--- config.mk ---
export PLATFORM = sky130hd
export DESIGN_NAME = muxed_adc_scan_change_detect
export DESIGN_NICKNAME = d
export VERILOG_FILES = /design/src/sv/mascd_pkg.sv /design/src/sv/mascd_store.sv /design/src/sv/mascd_scan.sv /design/src/sv/muxed_adc_scan_change_detect.sv
export SDC_FILE = /design/constraint.sdc
export NUM_CORES = 1
export LEC_CHECK = 0
export BUFFER_PORTS_ARGS = -buffer_cell sky130_fd_sc_hd__buf_2
export CORE_ASPECT_RATIO = 1.1
export CORE_UTILIZATION = 33
export DETAILED_ROUTE_END_ITERATION = 12
export PLACE_DENSITY_LB_ADDON = 0.3
export SETUP_SLACK_MARGIN = 0.4
export SLEW_MARGIN = 5
export SYNTH_ARGS = -nofsm -noshare
export SYNTH_HDL_FRONTEND = slang
export SYNTH_SLANG_ARGS = --single-unit
--- constraint.sdc ---
create_clock -name clk -period 4 [get_ports clk]
set_clock_uncertainty 0.2 [all_clocks]
set_input_delay 0.6 -clock clk [delete_from_list [all_inputs] [get_ports clk]]
set_output_delay 0.6 -clock clk [all_outputs]
set_load 0.1 [all_outputs]
--- src/sv/mascd_pkg.sv ---
package mascd_pkg;

	localparam int NUM_CHANNELS_DEF = 32;

	localparam int CH_W       = 5;
	localparam int SAMPLE_W   = 10;
	localparam int SEL_W      = 2;
	localparam int MUX_W      = 4;
	localparam int SKIP_W     = 6;
	localparam int MASK_W     = 32;
	localparam int CFG_IDX_W  = 2;
	localparam int CFG_DATA_W = 32;

	localparam int IN_DATA_W  = 16;
	localparam int OUT_W      = 21;
	localparam int OUT_DATA_W = 24;

	// register indexes on the config port
	localparam logic [CFG_IDX_W-1:0] CFG_THRESHOLD = 2'd0;
	localparam logic [CFG_IDX_W-1:0] CFG_ENABLE    = 2'd1;
	localparam logic [CFG_IDX_W-1:0] CFG_SKIP      = 2'd2;

	localparam logic [SAMPLE_W-1:0] THRESHOLD_RST = 10'd4;
	localparam logic [SKIP_W-1:0]   SKIP_RST      = 6'd32;

	// item kinds on s_tuser
	localparam logic MODE_CONV = 1'b0;
	localparam logic MODE_TICK = 1'b1;

	localparam logic [SEL_W-1:0] SEL_AFTER_RESET = 2'd1;

	typedef struct packed {
		logic             conv;
		logic [CH_W-1:0]  ch;
		logic [SEL_W-1:0] adc_select;
		logic             mux_reset;
		logic             mux_a_clk;
		logic             mux_b_clk;
	} scan_res_t;

endpackage

--- src/sv/mascd_store.sv ---
module mascd_store #(
	parameter int DEPTH  = mascd_pkg::NUM_CHANNELS_DEF,
	parameter int DATA_W = mascd_pkg::SAMPLE_W
) (
	input  logic                     clk,
	input  logic                     arst_n,
	input  logic                     rd_en,
	input  logic [$clog2(DEPTH)-1:0] rd_addr,
	output logic [DATA_W-1:0]        rd_data,
	input  logic                     wr_en,
	input  logic [$clog2(DEPTH)-1:0] wr_addr,
	input  logic [DATA_W-1:0]        wr_data
);

	logic [DATA_W-1:0] mem [DEPTH];
	logic [DATA_W-1:0] mem_q;
	logic [DATA_W-1:0] byp_data_q;
	logic [DEPTH-1:0]  vld_q;
	logic              byp_q;
	logic              hit_q;

	always_ff @(posedge clk) begin
		if (wr_en) begin
			mem[wr_addr] <= wr_data;
		end
		if (rd_en) begin
			mem_q      <= mem[rd_addr];
			byp_data_q <= wr_data;
		end
	end

	// entries never written since reset read as zero
	always_ff @(posedge clk or negedge arst_n) begin
		if (!arst_n) begin
			vld_q <= '0;
			byp_q <= 1'b0;
			hit_q <= 1'b0;
		end else begin
			if (rd_en) begin
				byp_q <= wr_en && (wr_addr == rd_addr);
				hit_q <= vld_q[rd_addr];
			end
			if (wr_en) begin
				vld_q[wr_addr] <= 1'b1;
			end
		end
	end

	assign rd_data = byp_q ? byp_data_q : (hit_q ? mem_q : '0);

endmodule

--- src/sv/mascd_scan.sv ---
module mascd_scan #(
	parameter int NUM_CHANNELS = mascd_pkg::NUM_CHANNELS_DEF
) (
	input  logic                                clk,
	input  logic                                arst_n,
	input  logic                                accept,
	input  logic                                mode,
	input  logic [mascd_pkg::SKIP_W-1:0]        skip_from_channel,
	output logic [$clog2(NUM_CHANNELS)-1:0]     rd_addr,
	output mascd_pkg::scan_res_t                res
);

	localparam int IDX_W  = $clog2(NUM_CHANNELS);
	localparam int SKIP_W = mascd_pkg::SKIP_W;
	localparam int MUX_W  = mascd_pkg::MUX_W;

	logic [IDX_W-1:0]  idx_q, idx_d;
	logic [MUX_W-1:0]  a_cur_q, a_cur_d, a_tgt_q, a_tgt_d;
	logic [MUX_W-1:0]  b_cur_q, b_cur_d, b_tgt_q, b_tgt_d;
	logic [SKIP_W-1:0] ch_w, nxt_w, nxt_p2;
	logic [MUX_W-1:0]  tgt;

	always_comb begin
		ch_w   = SKIP_W'(idx_q);
		nxt_w  = (ch_w == SKIP_W'(NUM_CHANNELS - 1)) ? '0 : ch_w + SKIP_W'(1);
		nxt_p2 = nxt_w + SKIP_W'(2);
		tgt    = nxt_p2[MUX_W+1:2];

		idx_d   = idx_q;
		a_cur_d = a_cur_q;
		a_tgt_d = a_tgt_q;
		b_cur_d = b_cur_q;
		b_tgt_d = b_tgt_q;
		res     = '0;
		res.conv = (mode == mascd_pkg::MODE_CONV);

		if (mode == mascd_pkg::MODE_CONV) begin
			res.ch = mascd_pkg::CH_W'(idx_q);
			if (nxt_w < skip_from_channel) begin
				idx_d = IDX_W'(nxt_w);
				// ping-pong: odd pair of channels retargets A, even pair B
				if (nxt_w[1]) begin
					a_tgt_d = tgt;
				end else begin
					b_tgt_d = tgt;
				end
				res.adc_select = nxt_w[1:0];
			end else begin
				idx_d   = '0;
				a_cur_d = '0;
				a_tgt_d = '0;
				b_cur_d = '0;
				b_tgt_d = '0;
				res.mux_reset  = 1'b1;
				res.adc_select = mascd_pkg::SEL_AFTER_RESET;
			end
		end else begin
			if (a_cur_q != a_tgt_q) begin
				res.mux_a_clk = 1'b1;
				a_cur_d = a_tgt_q;
			end
			if (b_cur_q != b_tgt_q) begin
				res.mux_b_clk = 1'b1;
				b_cur_d = b_tgt_q;
			end
		end
	end

	always_ff @(posedge clk or negedge arst_n) begin
		if (!arst_n) begin
			idx_q   <= '0;
			a_cur_q <= '0;
			a_tgt_q <= '0;
			b_cur_q <= '0;
			b_tgt_q <= '0;
		end else if (accept) begin
			idx_q   <= idx_d;
			a_cur_q <= a_cur_d;
			a_tgt_q <= a_tgt_d;
			b_cur_q <= b_cur_d;
			b_tgt_q <= b_tgt_d;
		end
	end

	assign rd_addr = idx_q;

endmodule

--- src/sv/muxed_adc_scan_change_detect.sv ---
// Scans up to NUM_CHANNELS analog inputs through two external counter muxes.
// A conversion word (s_tuser low) stores its sample for the current channel,
// flags a change against the previous reading, steps the channel and yields
// the next converter select and mux reset; a tick word (s_tuser high) yields
// the mux clock pulses. One result word per input word. Throughput is one
// word per clock while m_tready is high: the reading store is a
// single-port-write memory with a registered read, read when a word is taken
// and written back the cycle its result leaves for the output register, with
// a bypass when both hit the same entry. A word passes through stage 1 and
// the output register. The store reads as zero after reset through per-entry
// valid flags, so no clearing pass is needed.
module muxed_adc_scan_change_detect #(
	parameter int NUM_CHANNELS = mascd_pkg::NUM_CHANNELS_DEF
) (
	input  logic                                 clk,
	input  logic                                 arst_n,
	input  logic                                 s_tvalid,
	output logic                                 s_tready,
	input  logic [mascd_pkg::IN_DATA_W-1:0]      s_tdata,   // sample[9:0]
	input  logic                                 s_tuser,   // mode
	output logic                                 m_tvalid,
	input  logic                                 m_tready,
	// sampled_channel[4:0], reading[14:5], changed[15], adc_select[17:16],
	// mux_reset_pulse[18], mux_a_clock_pulse[19], mux_b_clock_pulse[20]
	output logic [mascd_pkg::OUT_DATA_W-1:0]     m_tdata,
	input  logic                                 cfg_valid,
	output logic                                 cfg_ready,
	input  logic [mascd_pkg::CFG_IDX_W-1:0]      cfg_index,
	input  logic [mascd_pkg::CFG_DATA_W-1:0]     cfg_data
);

	localparam int IDX_W    = $clog2(NUM_CHANNELS);
	localparam int SAMPLE_W = mascd_pkg::SAMPLE_W;

	logic [SAMPLE_W-1:0]           thr_q;
	logic [mascd_pkg::MASK_W-1:0]  mask_q;
	logic [mascd_pkg::SKIP_W-1:0]  skip_q;

	logic                 accept, advance, move;
	logic [IDX_W-1:0]     rd_addr;
	logic [SAMPLE_W-1:0]  old_rd;
	logic [SAMPLE_W-1:0]  diff;
	logic                 changed;
	mascd_pkg::scan_res_t res;

	logic                 valid_s1;
	mascd_pkg::scan_res_t res_s1;
	logic [SAMPLE_W-1:0]  sample_s1;

	logic                        out_valid_q;
	logic [mascd_pkg::OUT_W-1:0] out_q;
	logic [mascd_pkg::OUT_W-1:0] out_d;

	// config
	assign cfg_ready = 1'b1;

	always_ff @(posedge clk or negedge arst_n) begin
		if (!arst_n) begin
			thr_q  <= mascd_pkg::THRESHOLD_RST;
			mask_q <= '0;
			skip_q <= mascd_pkg::SKIP_RST;
		end else if (cfg_valid) begin
			case (cfg_index)
				mascd_pkg::CFG_THRESHOLD: thr_q  <= cfg_data[SAMPLE_W-1:0];
				mascd_pkg::CFG_ENABLE:    mask_q <= cfg_data[mascd_pkg::MASK_W-1:0];
				mascd_pkg::CFG_SKIP:      skip_q <= cfg_data[mascd_pkg::SKIP_W-1:0];
				default: ;
			endcase
		end
	end

	// handshake: output register frees stage 1, stage 1 frees the input
	assign advance  = !out_valid_q || m_tready;
	assign move     = valid_s1 && advance;
	assign s_tready = !valid_s1 || advance;
	assign accept   = s_tvalid && s_tready;

	mascd_scan #(
		.NUM_CHANNELS(NUM_CHANNELS)
	) u_scan (
		.clk               (clk),
		.arst_n            (arst_n),
		.accept            (accept),
		.mode              (s_tuser),
		.skip_from_channel (skip_q),
		.rd_addr           (rd_addr),
		.res               (res)
	);

	mascd_store #(
		.DEPTH  (NUM_CHANNELS),
		.DATA_W (SAMPLE_W)
	) u_store (
		.clk     (clk),
		.arst_n  (arst_n),
		.rd_en   (accept),
		.rd_addr (rd_addr),
		.rd_data (old_rd),
		.wr_en   (move && res_s1.conv),
		.wr_addr (res_s1.ch[IDX_W-1:0]),
		.wr_data (sample_s1)
	);

	always_ff @(posedge clk or negedge arst_n) begin
		if (!arst_n) begin
			valid_s1 <= 1'b0;
		end else if (accept) begin
			valid_s1 <= 1'b1;
		end else if (move) begin
			valid_s1 <= 1'b0;
		end
	end

	always_ff @(posedge clk) begin
		if (accept) begin
			res_s1    <= res;
			sample_s1 <= s_tdata[SAMPLE_W-1:0];
		end
	end

	always_comb begin
		diff    = (old_rd > sample_s1) ? old_rd - sample_s1 : sample_s1 - old_rd;
		changed = res_s1.conv && mask_q[res_s1.ch] && (diff > thr_q);
		out_d   = {res_s1.mux_b_clk, res_s1.mux_a_clk, res_s1.mux_reset,
			res_s1.adc_select, changed,
			res_s1.conv ? sample_s1 : SAMPLE_W'(0), res_s1.ch};
	end

	always_ff @(posedge clk or negedge arst_n) begin
		if (!arst_n) begin
			out_valid_q <= 1'b0;
		end else if (move) begin
			out_valid_q <= 1'b1;
		end else if (m_tready) begin
			out_valid_q <= 1'b0;
		end
	end

	always_ff @(posedge clk) begin
		if (move) begin
			out_q <= out_d;
		end
	end

	assign m_tvalid = out_valid_q;
	assign m_tdata  = mascd_pkg::OUT_DATA_W'(out_q);

endmodule
==> results.py, run 1 <==
metrics = {
    "min_path": {
        "min_path_type": "input pin to flop",
    },
    "synthesis": {
        "netlist_area_um2": 20280,
        "ys_types": 51,
        "synthArstFlopShare": 0.2156,
        "ys_seq_area_frac": 0.6954,
        "synth_top_area_share": 0.5657,
        "synth.largest_area_cell": "edfxtp_1",
        "synth.area.top_cells": "edfxtp_1 (57%), mux4_2 (13%), dfrtp_1 (13%)",
        "synth_edf_count": 382,
        "synth_area_per_cell_um2": 17.76,
        "syn_inst": 1142,
        "synth_seq_cells": 487,
        "yosysWarnings": 0,
        "synth-main-ff-cell": "edfxtp_1",
    },
    "grt": {
        "grt-ovfl-total": 0,
        "grt_max_degree": 95,
        "grt_pass1_vias": 11140,
        "grt_pass1_wl_um": 67460,
        "gr-usage-all-layers": 0.1434,
        "antenna_found_initial": 0,
    },
    "clock_network": {
        "cts-root-buf": "clkbuf_16",
        "clk_path_buf_depth": 3,
        "htree_levels": 2,
        "cts_tree": "done",
        "clk_pin_slew_ns": 0.07,
        "cts_buffers": 47,
        "clkLatencyLatePin_ns": 0.59,
        "cts.sink_count": 487,
    },
    "die": {
        "die_y_um": 262.0,
        "dieArea_um2": 62450,
        "io_pins": 83,
        "dieWidth_um": 238.4,
        "rows": 94,
        "coreArea_um2": 60220,
        "start_util": 0.3367,
    },
    "routing": {
        "drt_iter0_markers": 658,
        "wl_per_cell_um": 20.33,
        "drc": 0,
        "antenna_left": 0,
        "vias": 10360,
        "avgViaCountPerCell": 4.801,
        "routed_wl_um": 43870,
        "dr.pass1.iters": 5,
    },
    "pwr": {
        "p_int_w": 0.01088,
        "p_sw_frac": 0.2943,
        "seqPwrFrac": 0.402,
        "fin_total_pwr_w": 0.01542,
        "vdd_drop_max_mv": 0.5920,
        "comb_power_share": 0.290,
        "switching_power_w": 0.004538,
        "p_per_area_nw_per_um2": 642.7,
        "p_leak_nw": 8.681,
        "p_clk_frac": 0.309,
    },
    "worst_setup_path": {
        "cp-end-kind": "flop",
        "critical_path_class": "flop to flop",
        "arrival_ns": 3.98,
        "required_ns": 4.14,
        "worstSetupStartpointType": "flop",
        "cp_max_fo": 8,
        "reg2reg_setup_slack_ns": 0.16,
    },
    "placement": {
        "hpwlAfterDp_um": 28150,
        "routabilityCongestion": 0.8157,
        "io_buffer_count": 72,
        "dpl_worst_slack_ns": 0.04244,
    },
    "sta": {
        "relSlewSlack": 0.3649,
        "slew_viol_final": 0,
        "finalHoldViolCount": 0,
        "setup_viol_count_final": 0,
        "rsz0062_at_grt": "true",
        "worst_pin_slew_ns": 0.9403,
        "fmax_ghz": 0.2605,
        "period_needed_ns": 3.839,
        "setup_slack_ns": 0.1613,
        "fin_crit_sh": 0.9597,
    },
    "layout": {
        "final_cell_mix": "edfxtp_1 (382), mux4_2 (119), dfrtp_1 (99)",
        "mostFrequentLayoutCell": "edfxtp_1",
        "num_antenna_cells": 0,
        "area_growth_pct": 18.31,
        "nets": 1399,
        "n_fill_cell": 5517,
        "drive_gt1_frac": 0.3413,
    },
    "run_status": {
        "status": "completed",
    },
    "job": {
        "cap_violations": 0,
    },
}
synth_stat cells, drive strengths merged (3+ instances only):
master	instances
a21o	10
a21oi	11
a22o	12
a22oi	8
a32o	3
and2	12
buf	21
clkbuf	31
dfrtp	103
edfxtp	382
ha	38
inv	45
mux2	40
mux2i	12
mux4	119
nand2	62
nand2b	9
nand3	13
nand3b	5
nand4	6
nor2	55
nor2b	9
nor3	7
o21ai	27
o2bb2ai	10
o41ai	4
or2	35
xnor2	9
xor2	16
cell families (layout without fill, tap and decap cells):
kind of cell | after synthesis | count (layout) | synth area share
DFF | 487 | 487 | 0.6954
and+or+nand+nor | 222 | 222 | 0.05362
muxes | 171 | 171 | 0.1603
AOI/OAI and AO/OA | 98 | 98 | 0.03437
buffers and inverters | 97 | 295 | 0.01974
adders and majority gates | 40 | 40 | 0.02542
xor gates and xnor gates | 25 | 25 | 0.01080
other | 2 | 4 | 0.0003703
path summary, 6_finish.rpt:
kind                                from          endpoint  depth (start not counted)
max                        u_store.hit_q         out_q[15]                         16
min                             s_tvalid          valid_s1                          2
max reg2reg                u_store.hit_q         out_q[15]                         16
min reg2reg                    out_d[20]         out_q[20]                          0
max in group asynchronous         arst_n  u_store.vld_q[5]                          3
min in group asynchronous         arst_n        mask_q[11]                          2
power groups by stage:
stage / clock network [W] / logic, W / registers, W
floorplan: 0 / 0.00305 / 0.00639
global placement: 0 / 0.00432 / 0.00628
detailed placement: 0 / 0.00439 / 0.00630
CTS: 0.00489 / 0.00453 / 0.00620
global route: 0.00505 / 0.00488 / 0.00624
finish: 0.00476 / 0.00446 / 0.00620
per-stage QoR:
stage          cell area (um^2)  hold WS (ns)  utilization  TNS [ns]  std cells
2_1_floorplan             20330        0.1044            -         0       1144
3_3_place_gp              22020        0.2031       0.3656         0       2049
3_5_place_dp              22020        0.2081       0.3656         0       2049
4_1_cts                   23960       0.01634       0.3980         0       2157
5_1_grt                   23990       0.03573       0.3984  -0.03722       2158
6_report                  23990       0.04993       0.3984         0       2158
area by class of cell:
| cell class | instances | area (um^2) | share of cell area |
|---|---|---|---|
| flip-flops and latches | 487 | 14110 | 0.5883 |
| multi-input cells | 560 | 5913 | 0.2465 |
| clock inverters | 28 | 362.8 | 0.01512 |
| clock buffers | 60 | 1318 | 0.05492 |
| inverters | 45 | 172.7 | 0.007197 |
| repair buffers | 162 | 1090 | 0.04543 |
| well taps | 816 | 1021 | 0.04256 |
sequential cells by signal, indices dropped and copies added, names as in the netlist, 5 cells and up:
name and cells:
mask_q 32, out_d 10, out_q 21, sample_s1 10, skip_q 6, thr_q 10, u_scan.rd_addr 5, u_store.byp_data_q 10
u_store.mem 320, u_store.mem_q 10, u_store.vld_q 32
critical path: stages, from the launching register on:
cell	delay, ns
dfrtp_1	0.38
nor2b_2	0.16
buf_6	0.13
a22o_1	0.24
ha_4	0.24
nor2b_4	0.13
o211ai_1	0.24
a31oi_2	0.16
o21ai_4	0.26
mux2i_1	0.26
xnor2_1	0.15
ha_1	0.26
a21o_1	0.18
a21o_1	0.17
a211oi_2	0.17
o21ai_1	0.08
and4_1	0.17
metal layers:
layer,GRT usage,vias up,part of all wire
met5,0,-,0
met4,0.04986,0,0.031
met3,0.02647,75,0.044
met2,0.2387,214,0.48
met1,0.1889,5323,0.44
li1,-,4748,-
what timing repair did:
action | in CTS | in global routing
buffers inserted | 9 | 1
cloned | 0 | 0
endpoints found under the hold margin | 54 | 0
hold buffers | 11 | 0
pin swaps | 16 | 4
gates resized for setup | 14 | 6
setup endpoints to repair | 1 | 2
Note: power is estimated with default switching activity, not from simulation.
==> run 2: changes to the inputs <==
Settings changed: BUFFER_PORTS_ARGS -buffer_cell sky130_fd_sc_hd__buf_2 to unset, DONT_BUFFER_PORTS set to 1.
==> run 2 against run 1 <==
Net effect: setup slack better by 0.044 ns; sequential share of layout area is 0.40 points higher; non-clock buffer count is 38 lower; fmax is 1.2% higher; global-route usage is 0.15 points higher; combinational power is 4% lower; register-to-register slack better by 0.04 ns; largest cell class unchanged.
==> results.py, run 2 (synthesis results as in run 1) <==
metrics = {
    "run_status": {
        "status": "completed",
    },
    "sta": {
        "worst_pin_slew_ns": 0.9839,
        "setup_slack_ns": 0.2050,
        "rsz0062_at_grt": "true",
        "setup_viol_count_final": 0,
        "finalHoldViolCount": 0,
        "holdWs_ns": 0.03556,
        "fin_crit_sh": 0.9487,
        "fmax_ghz": 0.2635,
        "period_needed_ns": 3.795,
        "slew_viol_final": 0,
        "relSlewSlack": 0.3355,
    },
    "grt": {
        "grt_pass1_wl_um": 67990,
        "grt-ovfl-total": 0,
        "gr-usage-all-layers": 0.1449,
        "grt_max_degree": 106,
        "antenna_found_initial": 0,
        "grt_pass1_vias": 11140,
    },
    "die": {
        "die_y_um": 262.0,
        "dieArea_um2": 62450,
        "dieWidth_um": 238.4,
        "rows": 94,
        "start_util": 0.3367,
        "coreArea_um2": 60220,
        "io_pins": 83,
    },
    "routing": {
        "routed_wl_um": 44350,
        "drc": 0,
        "vias": 10390,
        "dr.pass1.iters": 5,
        "avgViaCountPerCell": 4.907,
        "wl_per_cell_um": 20.94,
        "antenna_left": 0,
        "drt_iter0_markers": 638,
    },
    "layout": {
        "mostFrequentLayoutCell": "edfxtp_1",
        "drive_gt1_frac": 0.2859,
        "largestRegisters": "u_store.mem (320), mask_q (32), u_store.vld_q (32)",
        "regMostFlops": "u_store.mem",
        "final_util": 0.3957,
        "area_growth_pct": 17.50,
        "n_fill_cell": 5505,
        "nets": 1361,
        "final_cell_mix": "edfxtp_1 (382), mux4_2 (119), dfrtp_1 (99)",
        "largest_reg_flops": 320,
    },
    "pwr": {
        "fin_total_pwr_w": 0.01491,
        "p_int_w": 0.01045,
        "p_clk_frac": 0.283,
        "p_sw_frac": 0.2989,
        "comb_power_share": 0.289,
        "p_leak_nw": 8.446,
        "switching_power_w": 0.004458,
        "seqPwrFrac": 0.428,
        "vdd_drop_max_mv": 0.3776,
        "p_per_area_nw_per_um2": 625.9,
    },
    "clock_network": {
        "cts-root-buf": "clkbuf_16",
        "clk_path_buf_depth": 3,
        "clkLatencyLatePin_ns": 0.57,
        "htree_levels": 2,
        "cts.sink_count": 487,
        "cts_tree": "done",
        "clk_pin_slew_ns": 0.07,
        "cts_buffers": 47,
    },
    "worst_setup_path": {
        "cpMostUsedCell": "a21o_1",
        "critical_path_class": "flop to flop",
        "arrival_ns": 3.91,
        "worstSetupStartpointType": "flop",
        "worst_path_max_delay_cell": "dfrtp_1",
        "cp_max_fo": 5,
        "cp-end-kind": "flop",
        "required_ns": 4.11,
        "path_delay_family": "compound AO/OA/AOI/OAI gates",
        "path_buf_inv": 2,
        "cp_cell_sequence": "nor2b_2 > a22o_1 > inv_2 > ha_4 > fa_2 > nor2b_4 > o211ai_1 > a31oi_2 > o21ai_4 > buf_6 > mux2i_1 > xor2_1 > ha_2 > a21o_1 > a21o_1 > a211oi_2 > o21ai_1 > and4_1",
        "max_stage_delay_ns": 0.40,
    },
    "placement": {
        "hpwlAfterDp_um": 27650,
        "routabilityCongestion": 0.8309,
        "dpl_worst_slack_ns": -0.04245,
        "io_buffer_count": 0,
    },
    "job": {
        "cap_violations": 0,
    },
    "min_path": {
        "min_path_type": "input pin to flop",
    },
}
-- run 2: cell count changes in the layout (fill, tap and decap cells not counted), sizes merged --
cell         change
bufinv           -5
bufbuf           +1
diode            +1
buf             -75
dlygate4sd3     +36
clkinv           -2
inv              -1
clkbuf           +5
-- run 2: final timing paths --
kind / startpoint / to / slack [ns] / depth (start not counted)
max: u_store.byp_q / out_q[15] / 0.21 / 18
min: s_tuser / out_d[17] / 0.04 / 1
max reg2reg: u_store.byp_q / out_q[15] / 0.21 / 18
min reg2reg: out_d[16] / out_q[16] / 0.22 / 0
max in group asynchronous: arst_n / u_scan.rd_addr[0] / 2.63 / 2
min in group asynchronous: arst_n / mask_q[14] / 0.48 / 2
-- run 2: area by class of cell --
cell class	instances	area (um^2)	share of cell area
clock buffer	65	1274	0.05346
inverter	45	172.7	0.007247
tap	816	1021	0.04285
multi-input combinational	560	5937	0.2492
clock inverter	20	165.2	0.006932
sequential	487	14110	0.5923
antenna	1	2.502	0.0001050
timing repair buffer	124	1141	0.04789
-- run 2: worst reg2reg max path, cell delays in order (launching register included) --
cell and delay [ns]:
dfrtp_1 0.40, nor2b_2 0.16, a22o_1 0.18, inv_2 0.05
ha_4 0.16, fa_2 0.39, nor2b_4 0.13, o211ai_1 0.12
a31oi_2 0.25, o21ai_4 0.11, buf_6 0.14, mux2i_1 0.12
xor2_1 0.17, ha_2 0.17, a21o_1 0.17, a21o_1 0.18
a211oi_2 0.20, o21ai_1 0.07, and4_1 0.17
-- run 2: power by group through the flow --
stage	combinational (W)	clock [W]	sequential, W
2_1_floorplan	0.00305	0	0.00639
3_3_place_gp	0.00407	0	0.00646
3_5_place_dp	0.00412	0	0.00648
4_1_cts	0.00437	0.00434	0.00639
5_1_grt	0.00471	0.00449	0.00643
6_report	0.00430	0.00422	0.00639
-- run 2: timing repair --
action,in CTS,in global routing
gates resized for setup,22,3
hold buffers,48,0
gates cloned,1,0
setup endpoints to repair,12,15
endpoints found under the hold margin,169,0
setup buffers,9,0
pin swaps,26,3
-- run 2: per-stage QoR --
step | cells | TNS (ns) | instance area [um^2]
after floorplan | 1144 | 0 | 20330
after global placement | 1974 | 0 | 21640
after detailed placement | 1974 | -0.04245 | 21640
after CTS | 2117 | 0 | 23820
after global routing | 2117 | 0 | 23820
final | 2118 | 0 | 23830
-- run 2: layer usage --
| layer | global-route usage | vias to the layer above | wire (um) |
|---|---|---|---|
| met3 | 0.02447 | 73 | 1987 |
| li1 | - | 4677 | - |
| met1 | 0.1826 | 5426 | 19060 |
| met5 | 0 | - | 0 |
| met4 | 0.05751 | 0 | 1578 |
| met2 | 0.2492 | 218 | 21730 |
==> run 3: changes to the inputs <==
==> constraint.sdc (replaced) <==
create_clock -name clk -period 4 [get_ports clk]
set_clock_uncertainty 0.2 [all_clocks]
set_input_delay 0.8 -clock clk [delete_from_list [all_inputs] [get_ports clk]]
set_output_delay 0.8 -clock clk [all_outputs]
set_load 0.1 [all_outputs]
==> run 3 against run 2 <==
Net effect: via count down 2.0%; sequential power about the same; worst hold slack better by 0.10 ns; final cell count down 2.4%; clock-buffer cell count up 3; critical path type unchanged.
==> results.py, run 3 (synthesis results as in run 1) <==
metrics = {
    "run_status": {
        "status": "completed",
    },
    "worst_setup_path": {
        "cp_max_fo": 8,
        "critical_path_class": "flop to flop",
        "worstSetupStartpointType": "flop",
        "arrival_ns": 3.93,
        "cpMostUsedCell": "a21o_1",
        "required_ns": 4.11,
        "rr_startpoint": "u_store.hit_q",
        "max_stage_delay_ns": 0.38,
        "reg2reg_to": "out_q[15]",
        "r2r_cells": 16,
        "cp-end-kind": "flop",
        "cp_cell_sequence": "nor2b_2 > buf_6 > a22o_4 > ha_4 > nor2b_4 > o211ai_1 > a31oi_2 > o21ai_4 > mux2i_1 > xnor2_1 > ha_1 > a21o_1 > a21o_1 > a211oi_2 > o21ai_1 > and4_1",
        "reg2reg_setup_slack_ns": 0.19,
        "worst_path_max_delay_cell": "dfrtp_1",
    },
    "sta": {
        "slew_viol_final": 0,
        "period_needed_ns": 3.813,
        "finalHoldViolCount": 0,
        "setup_viol_count_final": 0,
        "fin_crit_sh": 0.9532,
        "relSlewSlack": 0.3492,
        "rsz0062_at_grt": "true",
        "tns_ns": 0,
        "worst_pin_slew_ns": 0.9783,
        "fmax_ghz": 0.2623,
    },
    "clock_network": {
        "cts_tree": "done",
        "clk_path_buf_depth": 3,
        "cts.sink_count": 487,
        "clkLatencyLatePin_ns": 0.56,
        "clk_pin_slew_ns": 0.06,
        "htree_levels": 2,
        "cts-root-buf": "clkbuf_16",
        "cts_buffers": 47,
    },
    "grt": {
        "grt-ovfl-total": 0,
        "grt_pass1_vias": 10590,
        "antenna_found_initial": 1,
        "grt_pass1_wl_um": 66350,
        "grt_max_degree": 106,
        "gr-usage-all-layers": 0.1409,
    },
    "die": {
        "dieWidth_um": 238.4,
        "io_pins": 83,
        "die_y_um": 262.0,
        "dieArea_um2": 62450,
        "start_util": 0.3367,
        "coreArea_um2": 60220,
        "rows": 94,
    },
    "layout": {
        "area_growth_pct": 15.52,
        "nets": 1308,
        "drive_gt1_frac": 0.3038,
        "n_fill_cell": 5495,
        "largestRegisters": "u_store.mem (320), mask_q (32), u_store.vld_q (32)",
        "largest_reg_flops": 320,
        "mostFrequentLayoutCell": "edfxtp_1",
        "regMostFlops": "u_store.mem",
        "final_cell_mix": "edfxtp_1 (382), mux4_2 (119), dfrtp_1 (99)",
        "num_antenna_cells": 0,
    },
    "placement": {
        "routabilityCongestion": 0.8164,
        "io_buffer_count": 0,
        "hpwlAfterDp_um": 27730,
    },
    "min_path": {
        "hold_path_depth": 0,
        "holdPathEnd": "sample_s1[2]",
        "min_path_type": "input pin to flop",
        "holdCritStartpoint": "s_tdata[2]",
    },
    "routing": {
        "drt_iter0_markers": 686,
        "antenna_left": 0,
        "routed_wl_um": 43330,
        "vias": 10190,
        "dr.pass1.iters": 5,
        "avgViaCountPerCell": 4.928,
        "drc": 0,
        "wl_per_cell_um": 20.96,
    },
    "job": {
        "cap_violations": 0,
    },
    "pwr": {
        "fin_total_pwr_w": 0.01506,
        "vdd_drop_max_mv": 0.5096,
        "p_per_area_nw_per_um2": 642.8,
        "p_leak_nw": 8.304,
    },
}
run 3: per-layer routing:
metal | track usage | vias up | part of all wire
met3 | 0.02237 | 58 | 0.042
met1 | 0.1904 | 5360 | 0.45
met4 | 0.03722 | 2 | 0.019
met2 | 0.2371 | 202 | 0.49
li1 | - | 4565 | -
met5 | 0 | - | 0.00039
run 3: layout make-up:
type | instances | area [um^2] | area share
sequential | 487 | 14110 | 0.6024
tap | 816 | 1021 | 0.04358
clock inverter | 20 | 163.9 | 0.006997
multi-input combinational | 560 | 5936 | 0.2534
timing repair buffer | 71 | 575.6 | 0.02457
clock buffer | 68 | 1446 | 0.06174
inverter | 45 | 172.7 | 0.007371
run 3: critical path: cells and delay by family (launching register included):
family	cells	cell delay (ns)
mux	1	0.25
xor+xnor	1	0.14
fa+ha+maj	2	0.52
flops	1	0.38
buf+inv	1	0.14
simple gates	3	0.47
compound gates	8	1.48
run 3: worst max path at each step:
stage          slack (ns)     startpoint         to  cells past startpoint
6_report             0.19  u_store.hit_q  out_q[15]                     16
5_1_grt            -0.003  u_store.hit_q  out_q[15]                     17
4_1_cts              0.19  u_store.hit_q  out_q[15]                     16
3_5_place_dp         0.03  u_store.byp_q  out_q[15]                     18
3_3_place_gp         0.07  u_store.hit_q  out_q[15]                     17
2_1_floorplan        0.14  u_store.hit_q  out_q[15]                     17
run 3: power by group:
part | switching [W] | internal, W | leakage [nW]
Clock | 0.00185 | 0.00264 | 0.800
Sequential | 0.000448 | 0.00595 | 4.77
Combinational | 0.00212 | 0.00204 | 2.73
Total | 0.00443 | 0.0106 | 8.30
run 3: per-stage QoR:
step                      instances  instance area (um^2)  setup WS [ns]    util  hold slack (ns)
after floorplan                1144                 20360         0.1439       -           0.2003
after global placement         1974                 21650        0.06555  0.3596           0.2006
after detailed placement       1974                 21650        0.02749  0.3596           0.2057
after CTS                      2067                 23420         0.1874  0.3889           0.1060
after global routing           2067                 23430      -0.002836  0.3890           0.1058
final                          2067                 23430         0.1873  0.3890           0.1356
run 3: repair_timing:
action / CTS / global route
setup endpoints to repair: 1 / 17
gates resized for setup: 14 / 4
hold buffers: 2 / 0
setup buffers: 3 / 0
gates cloned: 0 / 0
hold endpoints to repair: 105 / 0
pin swaps: 14 / 1
